### config.mk
export PLATFORM = sky130hd
export DESIGN_NAME = stsir_cell
export DESIGN_NICKNAME = d
export VERILOG_FILES = /design/src/hdl/stsir_pkg.sv /design/src/hdl/stsir_cell.sv
export SDC_FILE = /design/constraint.sdc
export NUM_CORES = 1
export LEC_CHECK = 0
export ABC_AREA = 0
export BUFFER_PORTS_ARGS = -buffer_cell sky130_fd_sc_hd__buf_2
export CAP_MARGIN = 20
export CORE_AREA = 5 5 179 181
export DETAILED_ROUTE_END_ITERATION = 6
export DIE_AREA = 0 0 184 186
export PLACE_DENSITY = 0.5
export SKIP_LAST_GASP = 1
export SYNTH_ARGS = -nofsm -noshare
export SYNTH_HDL_FRONTEND = slang
export SYNTH_SLANG_ARGS = --single-unit
### constraint.sdc
create_clock -name i_clk -period 7.3 [get_ports i_clk]
set_input_delay 0.365 -clock i_clk [delete_from_list [all_inputs] [get_ports i_clk]]
set_output_delay 0.365 -clock i_clk [all_outputs]
set_load 0.1 [all_outputs]
### src/hdl/stsir_pkg.sv
// ---------------------------------------------------------------------------
// stsir_pkg
// shared types, codes and defaults for the sorted key/data table
// ---------------------------------------------------------------------------
package stsir_pkg;

    // default sizing
    localparam int STSIR_CAPACITY  = 64;
    localparam int STSIR_KEY_BITS  = 64;
    localparam int STSIR_DATA_BITS = 32;

    // operation codes (code three runs as find)
    localparam logic [1:0] MODE_FIND   = 2'd0;
    localparam logic [1:0] MODE_INSERT = 2'd1;
    localparam logic [1:0] MODE_REMOVE = 2'd2;
    localparam logic [1:0] MODE_SPARE  = 2'd3;

    // result status codes
    localparam logic [1:0] STAT_OK        = 2'd0;
    localparam logic [1:0] STAT_NOT_FOUND = 2'd1;
    localparam logic [1:0] STAT_DUPLICATE = 2'd2;
    localparam logic [1:0] STAT_FULL      = 2'd3;

    typedef struct packed {
        logic [1:0]  mode;
        logic [63:0] key;
        logic [31:0] entry_data;
    } t_in_item;

    typedef struct packed {
        logic [1:0]  status;
        logic [6:0]  rank;
        logic [31:0] found_data;
        logic [6:0]  entry_total;
    } t_out_item;

    // broadcast command to every cell
    typedef struct packed {
        logic cmp;
        logic ins;
        logic rem;
    } t_cell_cmd;

    typedef enum logic {
        S_IDLE,
        S_EXEC
    } t_state;

endpackage

### src/hdl/stsir_cell.sv
// ---------------------------------------------------------------------------
// stsir_cell
// one table slot: holds key and data, compares against the query and
// shifts with its neighbors on insert or remove
// ---------------------------------------------------------------------------
module stsir_cell #(
    parameter int IDX       = 0,
    parameter int KEY_BITS  = 64,
    parameter int DATA_BITS = 32,
    parameter int CNT_W     = 7
) (
    input  logic                   i_clk,
    input  stsir_pkg::t_cell_cmd   i_cmd,
    input  logic [CNT_W-1:0]       i_count,
    input  logic [KEY_BITS-1:0]    i_qkey,
    input  logic [KEY_BITS-1:0]    i_new_key,
    input  logic [DATA_BITS-1:0]   i_new_data,
    // lower neighbor
    input  logic                   i_left_le,
    input  logic [KEY_BITS-1:0]    i_left_key,
    input  logic [DATA_BITS-1:0]   i_left_data,
    // upper neighbor
    input  logic                   i_right_le,
    input  logic [KEY_BITS-1:0]    i_right_key,
    input  logic [DATA_BITS-1:0]   i_right_data,
    output logic                   o_le,
    output logic                   o_eq,
    output logic [KEY_BITS-1:0]    o_key,
    output logic [DATA_BITS-1:0]   o_data
);
    import stsir_pkg::*;

    localparam logic [CNT_W-1:0] MY_IDX = CNT_W'(IDX);

    logic                 r_le;
    logic                 r_eq;
    logic [KEY_BITS-1:0]  r_key;
    logic [DATA_BITS-1:0] r_data;
    logic                 occ;

    assign occ = MY_IDX < i_count;

    always_ff @(posedge i_clk) begin
        if (i_cmd.cmp) begin
            r_le <= occ && (r_key <= i_qkey);
            r_eq <= occ && (r_key == i_qkey);
        end
        if (i_cmd.ins) begin
            // slot at the insert point takes the new entry, those above move up
            if (!r_le && i_left_le) begin
                r_key  <= i_new_key;
                r_data <= i_new_data;
            end else if (!i_left_le) begin
                r_key  <= i_left_key;
                r_data <= i_left_data;
            end
        end else if (i_cmd.rem) begin
            // removed slot and those above pull down
            if (!i_right_le) begin
                r_key  <= i_right_key;
                r_data <= i_right_data;
            end
        end
    end

    assign o_le   = r_le;
    assign o_eq   = r_eq;
    assign o_key  = r_key;
    assign o_data = r_data;

endmodule

-- After elaboration in Yosys (flattened, before gate mapping)
Index checks and enable logic that the tools add are counted.
W data, S select, Z words.
- order comparisons: 2
- equal/unequal tests: 3
- mux-type cells: 10
- reductions and logical operators: 6
- operator list (kind ; count):
    $mux W64 ; 5
    $mux W32 ; 5
    $eq A64 B64 Y1 ; 1
    $le A64 B64 Y1 ; 1
    $lt A1 B7 Y1 const A ; 1
    $logic_and A1 B1 Y1 ; 3
    $ne A3 B2 Y1 const B ; 1
    $reduce_and A3 Y1 ; 1
    $ne A2 B2 Y1 const B ; 1
    $reduce_bool A2 Y1 ; 1
    $logic_not A1 Y1 ; 1
- flip-flop bits (word level): 98
- input bits: 365
- output and inout port bits: 98
- logic and storage cells: 25

-- Longest topological paths before layout
Gate-level depths: netlist of run 1.
- word-level depth: 4
- depth in mapped cells: 8
- depth with buffers taken out: 8

-- Least setup slack after synthesis of run 1
Ideal clock, no wire load.
- kind: register to register
- start: reg r_le, in the netlist o_le
- end: reg r_data[0], in the netlist o_data[0] (enable)
- library setup time: 0.609 ns
- data arrival time: 6.186 ns
- required time: 6.691 ns
- setup slack: 0.505 ns
- cell stages (with the launch flop): 2
- buffers on the path: 0
- period minus slack after synthesis: 6.795 ns
- path through: edfxtp_1 -> a31oi_1
- cells in the longest elaborated chain, start to end: 4
- ends and longest elaborated chain (what ; RTL line ; RTL):
    start: declaration ; stsir_cell.sv:35 ; logic r_le;
    start signal: assignment ; stsir_cell.sv:45 ; r_le <= occ && (r_key <= i_qkey);
    $logic_not A1 Y1 ; stsir_cell.sv:50 ; if (!r_le && i_left_le) begin
    $logic_and A1 B1 Y1 ; stsir_cell.sv:50 ;
    $ne A3 B2 Y1 (no source line) ; -- ;
    $reduce_and A3 Y1 (no source line) ; -- ;
    end signal: assignment ; stsir_cell.sv:52 ; r_data <= i_new_data;
    end signal: assignment ; stsir_cell.sv:55 ; r_data <= i_left_data;
    end signal: assignment ; stsir_cell.sv:61 ; r_data <= i_right_data;
    end: declaration ; stsir_cell.sv:38 ; logic [DATA_BITS-1:0] r_data;
Every way passes these cells.
A chain may end at the register's enable or synchronous reset.

-- Worst setup path after layout of run 1
- start: in i_cmd[1] (netlist name)
- end: reg r_key[10], in the netlist o_key[10] (enable)
- cells in the longest elaborated chain, start to end: 2
- elaborated cells on any way between the ends: 4
- those cells by class: eq/ne: 2; reduce/logical: 2
- ends and longest elaborated chain (what ; RTL line ; RTL):
    start: declaration ; stsir_cell.sv:13 ; input stsir_pkg::t_cell_cmd i_cmd,
    $ne A3 B2 Y1 (no source line), or another cell as far along ; -- ;
    $reduce_and A3 Y1 (no source line) (*) ; -- ;
    end signal: assignment ; stsir_cell.sv:51 ; r_key <= i_new_key;
    end signal: assignment ; stsir_cell.sv:54 ; r_key <= i_left_key;
    end signal: assignment ; stsir_cell.sv:60 ; r_key <= i_right_key;
    end: declaration ; stsir_cell.sv:37 ; logic [KEY_BITS-1:0] r_key;
Mark *: on every way between the ends. The rest lies on a longest branch, timed or not.

==> flow_summary.yaml, run 1 <==
clock_network:
  clk-insertion-delay-late_ps: 350
  cts-root-buf: "clkbuf_16"
  cts_resized: 0
  clockBufferDepth: 2
  cts.sinks: 98
  post_cts_buffers: 0
  clkTransAtPathRegs_ps: 70
  hold_buffers: 0
  cts_tree: "yes"
  cts_max_level: 3
  numCtsBuffers: 9
global_routing:
  antenna_found_initial: 1
  grt_usage_pct: 13.63
  grt_pass1_wl_um: 35800
  gr-total-overflow: 0
  grt_max_degree: 86
  grt_pass1_vias: 6535
placement:
  placed_area_um2: 9286
  gp_congestion: 0.8765
  place_hpwl_um: 21370
  port_buffers: 462
  dp_slack_ps: 4048
logic_synthesis:
  syn_avg_cell_area_um2: 10.11
  synth_nets: 1076
  ys_ff_latch: 98
  synth.distinct_cells: 31
  yosysWarnings: 0
  syn_area_um2: 6540
  yosysSeqAreaShare_pct: 45.00
  postSynthCellCount: 647
routing:
  drc_errors: 0
  ant_nets: 0
  drt-wirelength-per-cell_um: 16.97
  viasPerCell: 4.314
  routed_wl_um: 25370
  vias: 6450
  firstDrtPassIters: 4
  drtIter0Drc: 171
timing:
  finalSetupTns_ps: 0
  setup-violations-final: 0
  hold_viol_final: 0
  skew_ps: 9.049
  relSlewSlack_pct: 41.49
  max_freq_ghz: 0.3533
  tightest_slew_ps: 877.7
  min_period_ps: 2830
  slew_viol_final: 0
  setup_slack_ps: 4470
  fin_crit_sh_pct: 38.77
  rsz0062_at_grt: "no"
setup_path:
  cp_common_cell: "buf_4"
  path_class: "primary input to flip-flop"
  arrival_ps: 2810
  rr_worst_depth: 5
  slowest_delay_ps: 710
  cp.required_ps: 7280
  crit_buf_inv: 4
  slowest_stage: "buf_4"
  cp_max_fo: 58
  start_kind: "primary input"
  critPathTopFamily: "buffers and inverters"
  path_depth: 6
  end_kind: "flip-flop"
  crit_chain: "buf_6 > buf_4 > a21oi_1 > a31oi_4 > buf_4 > buf_4"
layout:
  area_delta_synth_final_pct: 46.43
  design_area_um2: 9577
  final_nets: 1522
  nFillCells: 3243
  drive_gt1_share_pct: 44.35
status:
  status: "completed"
die:
  die_y_um: 186
  die_area_um2: 34220
  fp.dieW_um: 184
  start_util_pct: 21.61
  rows: 64
  core_um2: 30270
  ios: 463
min_path:
  min_path_cells: 1
  hold_path_class: "primary input to flip-flop"
pwr:
  power_density_nw_per_um2: 208.2
  power_mw: 1.994
  p_leak_nw: 4.645
  ir_drop_mv: 0.08938
flow_run:
  drv_cap: 0
[area by class of cell]
class | instances | area, um^2 | share of cell area (%)
Multi-Input combinational cell | 451 | 3241 | 33.84
Sequential cell | 98 | 2943 | 30.73
Timing Repair Buffer | 468 | 2364 | 24.68
Tap cell | 396 | 495.5 | 5.174
Inverter | 65 | 244.0 | 2.548
Clock buffer | 9 | 225.2 | 2.352
Clock inverter | 7 | 62.56 | 0.6533
Antenna cell | 1 | 2.502 | 0.02613
[logic make-up (layout without fill, tap and decap cells)]
logic type | Yosys count | count (layout) | share of synthesized area [%]
adders and majority gates | 64 | 64 | 12.24
other | 0 | 1 | 0
muxes | 96 | 96 | 14.69
buffers and inverters | 98 | 549 | 5.797
DFF | 98 | 98 | 45.00
and+or+nand+nor | 150 | 150 | 10.37
AOI/OAI and AO/OA | 141 | 141 | 11.90
[layer usage]
metal	GRT usage, %	part of all wire (%)	vias up	wire length (um)
li1	-	-	3241	-
met1	16.15	40	2937	10080
met2	24.74	51	255	12950
met3	3.381	7.6	17	1939
met4	3.401	1.6	0	400
met5	0	0	-	0
[flip-flops by register name, indices dropped and copies added (netlist names)]
name and count:
o_le 1, o_key 64, o_eq 1, o_data 32
[stage by stage]
step / hold slack [ps] / util [%] / std cells
after global routing: 212.3 / 31.64 / 1495
after global placement: 591.7 / 30.68 / 1478
final: 240.6 / 31.64 / 1495
after CTS: 214.7 / 31.63 / 1494
after floorplan: 477.5 / - / 647
after detailed placement: 594.2 / 30.68 / 1478
[cells in the final DEF, fill, tap and decap left out, types with 6 or more instances in the layout]
master / count
buf_2: 461
a21oi_1: 114
nor2_1: 99
edfxtp_1: 98
mux2i_1: 96
inv_1: 65
ha_1: 64
nand2_1: 11
nand4_1: 10
clkbuf_16: 9
nand3_1: 7
a21o_1: 6
buf_4: 6
[cells in the mapped netlist]
master / instances / area [um^2]
and3_1: 2 / 12.51
ha_1: 64 / 800.8
a21oi_1: 114 / 570.6
nor4_1: 3 / 18.77
a221oi_1: 5 / 43.79
a31oi_1: 1 / 6.260
a211oi_1: 1 / 7.510
mux2i_1: 96 / 960.9
and4_1: 5 / 43.79
a21o_1: 6 / 45.04
nor3_1: 4 / 20.02
a221o_1: 4 / 40.04
or4_1: 1 / 7.510
nor4bb_1: 1 / 10.01
o211ai_1: 2 / 15.01
a21boi_0: 1 / 7.510
o21ai_0: 5 / 25.02
clkbuf_1: 24 / 90.09
nor2b_1: 3 / 18.77
edfxtp_1: 98 / 2943
or3_4: 1 / 11.26
o22a_1: 1 / 8.760
inv_1: 65 / 244.0
nand4_1: 10 / 62.56
nor2_1: 99 / 371.6
o31a_1: 1 / 8.760
and2_1: 2 / 12.51
nand3_1: 7 / 35.03
nand2_1: 11 / 41.29
buf_2: 9 / 45.04
nor4_2: 1 / 12.51
[path summary, 6_finish.rpt]
kind | slack (ps) | end | from
worst max-delay path | 4470 | o_key[10] | i_cmd[1]
worst min register to register | 930 | o_le | o_key[31]
worst min-delay path | 240 | o_eq | i_cmd[2]
worst max register to register | 4510 | o_key[47] | o_le
[power breakdown]
group	internal [mW]	total, mW	switching [mW]	leakage [nW]
Combinational	0.209	0.795	0.586	3.56
Clock	0.239	0.480	0.241	0.139
Sequential	0.691	0.718	0.0278	0.949
Total	1.14	1.99	0.855	4.65
No activity file was read; power rests on OpenSTA's default activity.
==> run 2, diff against run 1 <==
- ABC_AREA: 0 -> 1
- CORE_AREA: 5 5 179 181 -> 5 5 175 177
- DIE_AREA: 0 0 184 186 -> 0 0 180 182
- PLACE_DENSITY: 0.5 -> 0.52
- clock period: 7.3 -> 2.8 ns (I/O delays scaled with it)
==> run 2 against run 1 <==
Net effect:
- die area shrank 4.3%
- via count increased by 10%
- final cell count increased by 11%
- hold slack lost 120 ps
- sequential share of layout area down 0.20 points
- sequential power grew to 2.6 times the previous value
- non-clock buffer count is 5 higher
- area after synthesis up 0.78%
- critical path depth rose by 4
- total power increased to 2.7 times the previous value
- global-route usage grew 1.6 points
- routed wire length increased by 3.8%
- critical path type is now flip-flop to flip-flop
- critical endpoint is now o_le
==> flow_summary.yaml, run 2 <==
pwr:
  p_leak_nw: 4.910
  power_density_nw_per_um2: 551.4
  ir_drop_mv: 0.1959
timing:
  hold_viol_final: 0
  skew_ps: 16.15
  fin_crit_sh_pct: 71.94
  finalSetupTns_ps: 0
  relSlewSlack_pct: 58.53
  max_freq_ghz: 0.4964
  rsz0062_at_grt: "no"
  setup-violations-final: 0
  tightest_slew_ps: 622.1
  slew_viol_final: 0
  min_period_ps: 2014
logic_synthesis:
  ys.flop_type: "edfxtp_1"
  yosysSeqAreaShare_pct: 44.65
  synthAdderAreaFrac_pct: 12.15
  synthSimpleGateAreaFrac_pct: 23.12
  synth_nets: 1244
  synth-xor-area-share_pct: 0
  synth_top_family_by_area: "simple AND/OR/NAND/NOR gates"
  synthTopCellsByArea: "edfxtp_1 (45%), nand2_1 (15%), ha_1 (12%)"
  syn_avg_cell_area_um2: 8.088
  yosysMostFrequentCell: "nand2_1"
  async_reset_ff_share_pct: 0
  syn_area_um2: 6591
  synth-compound-area-share_pct: 12.36
  synth.distinct_cells: 23
  synth_enable_flop_cells: 98
  postSynthCellCount: 815
  synth_mux_area_share_pct: 0
  synth_largest_area_cell: "edfxtp_1"
  synth_common_cells: "nand2_1 (257), nor2_1 (116), edfxtp_1 (98), a31oi_1 (97), inv_1 (80)"
  yosysWarnings: 0
  ys_ff_latch: 98
  synth_top_area_share_pct: 44.65
global_routing:
  grt_pass1_wl_um: 39260
  grt_pass1_vias: 7193
  grt_max_degree: 89
  gr-total-overflow: 0
  antenna_found_initial: 2
  grt_usage_pct: 15.20
min_path:
  min_path_cells: 3
  hold_path_class: "primary input to flip-flop"
routing:
  drc_errors: 0
  vias: 7115
  drtIter0Drc: 322
  routed_wl_um: 26330
  firstDrtPassIters: 4
  drt-wirelength-per-cell_um: 15.92
  ant_nets: 0
  viasPerCell: 4.302
clock_network:
  clockBufferDepth: 2
  cts_resized: 0
  numCtsBuffers: 9
  cts_tree: "yes"
  cts-root-buf: "clkbuf_16"
  clk-insertion-delay-late_ps: 350
  cts.sinks: 98
  cts_max_level: 3
  clkTransAtPathRegs_ps: 80
die:
  die_y_um: 182
  die_area_um2: 32760
  start_util_pct: 22.66
  core_um2: 29090
  rows: 63
  ios: 463
  fp.dieW_um: 180
layout:
  design_area_um2: 9638
  layout_commonest_cell: "buf_2"
  final_cell_mix: "buf_2 (461), nand2_1 (257), nor2_1 (116)"
  final_nets: 1686
  area_delta_synth_final_pct: 46.22
  drive_gt1_share_pct: 39.30
  stdcell_count: 1654
  largest_reg_flops: 64
setup_path:
  arrival_ps: 2110
  cp.required_ps: 2890
  cp_max_fo: 2
  rr_worst_depth: 10
  slowest_stage: "edfxtp_1"
  end_kind: "flip-flop"
  cp_common_cell: "nand2_1"
  slowest_delay_ps: 420
  path_class: "flip-flop to flip-flop"
  crit_chain: "ha_1 > nand4_1 > nor3_1 > nand2_1 > nand2_1 > nand2_1 > nand2_1 > nand2_1 > nand2_1 > nand2_1"
  start_kind: "flip-flop"
placement:
  placed_area_um2: 9329
  gp_congestion: 0.8876
  place_inst: 1635
  place_hpwl_um: 21860
  port_buffers: 462
flow_run:
  drv_cap: 0
status:
  status: "completed"
run 2: logic make-up (layout without fill, tap and decap cells):
family	count (synthesis)	after routing
compound gates	136	136
fa+ha+maj	64	64
buf+inv	125	572
flops	98	98
other cells	0	2
simple gates	392	392
run 2: what timing repair did:
action | CTS | global route
hold buffers | 1 | 0
hold endpoints to repair | 1 | 0
setup buffers | 0 | 0
run 2: metal layers:
metal	GRT usage [%]	part of all wire (%)
met1	18.32	40
met3	3.746	6.6
met5	0	0
met2	27.26	51
met4	3.718	1.7
run 2: final cells by class:
cell class / instances / area (um^2)
fillers: 3154 / 19450
multi-input cells: 592 / 3154
flip-flops and latches: 98 / 2943
repair buffers: 473 / 2441
well taps: 390 / 488.0
inverters: 83 / 312.8
clock buffers: 10 / 229.0
clock inverters: 6 / 65.06
diodes: 2 / 5.005
run 2: worst paths after layout:
check | from | endpoint | slack [ps]
max | o_key[9] | o_le | 790
min | i_right_key[7] | o_key[7] | 120
max reg2reg | o_key[9] | o_le | 790
min reg2reg | o_key[32] | o_le | 1040
run 2: through the flow:
stage	total power [mW]	worst slack [ps]	hold WS, ps	util [%]
2_1_floorplan	3.479	-308.8	252.5	-
3_3_place_gp	4.069	679.8	362.0	32.07
3_5_place_dp	4.083	714.7	374.2	32.07
4_1_cts	5.411	690.3	103.2	33.12
5_1_grt	5.623	511.5	125.4	33.14
6_report	5.315	785.6	124.9	33.14
run 2: power breakdown:
| part | total [mW] | internal, mW | switching (mW) |
|---|---|---|---|
| Sequential | 1.87 | 1.81 | 0.0669 |
| Combinational | 2.16 | 0.521 | 1.63 |
| Clock | 1.28 | 0.697 | 0.587 |
| Total | 5.31 | 3.03 | 2.29 |
run 2: worst max-delay path: cells and delay by family (launching register included):
family	cells	cell delay (ps)
flops	1	420
fa+ha+maj	1	320
simple gates	9	1010
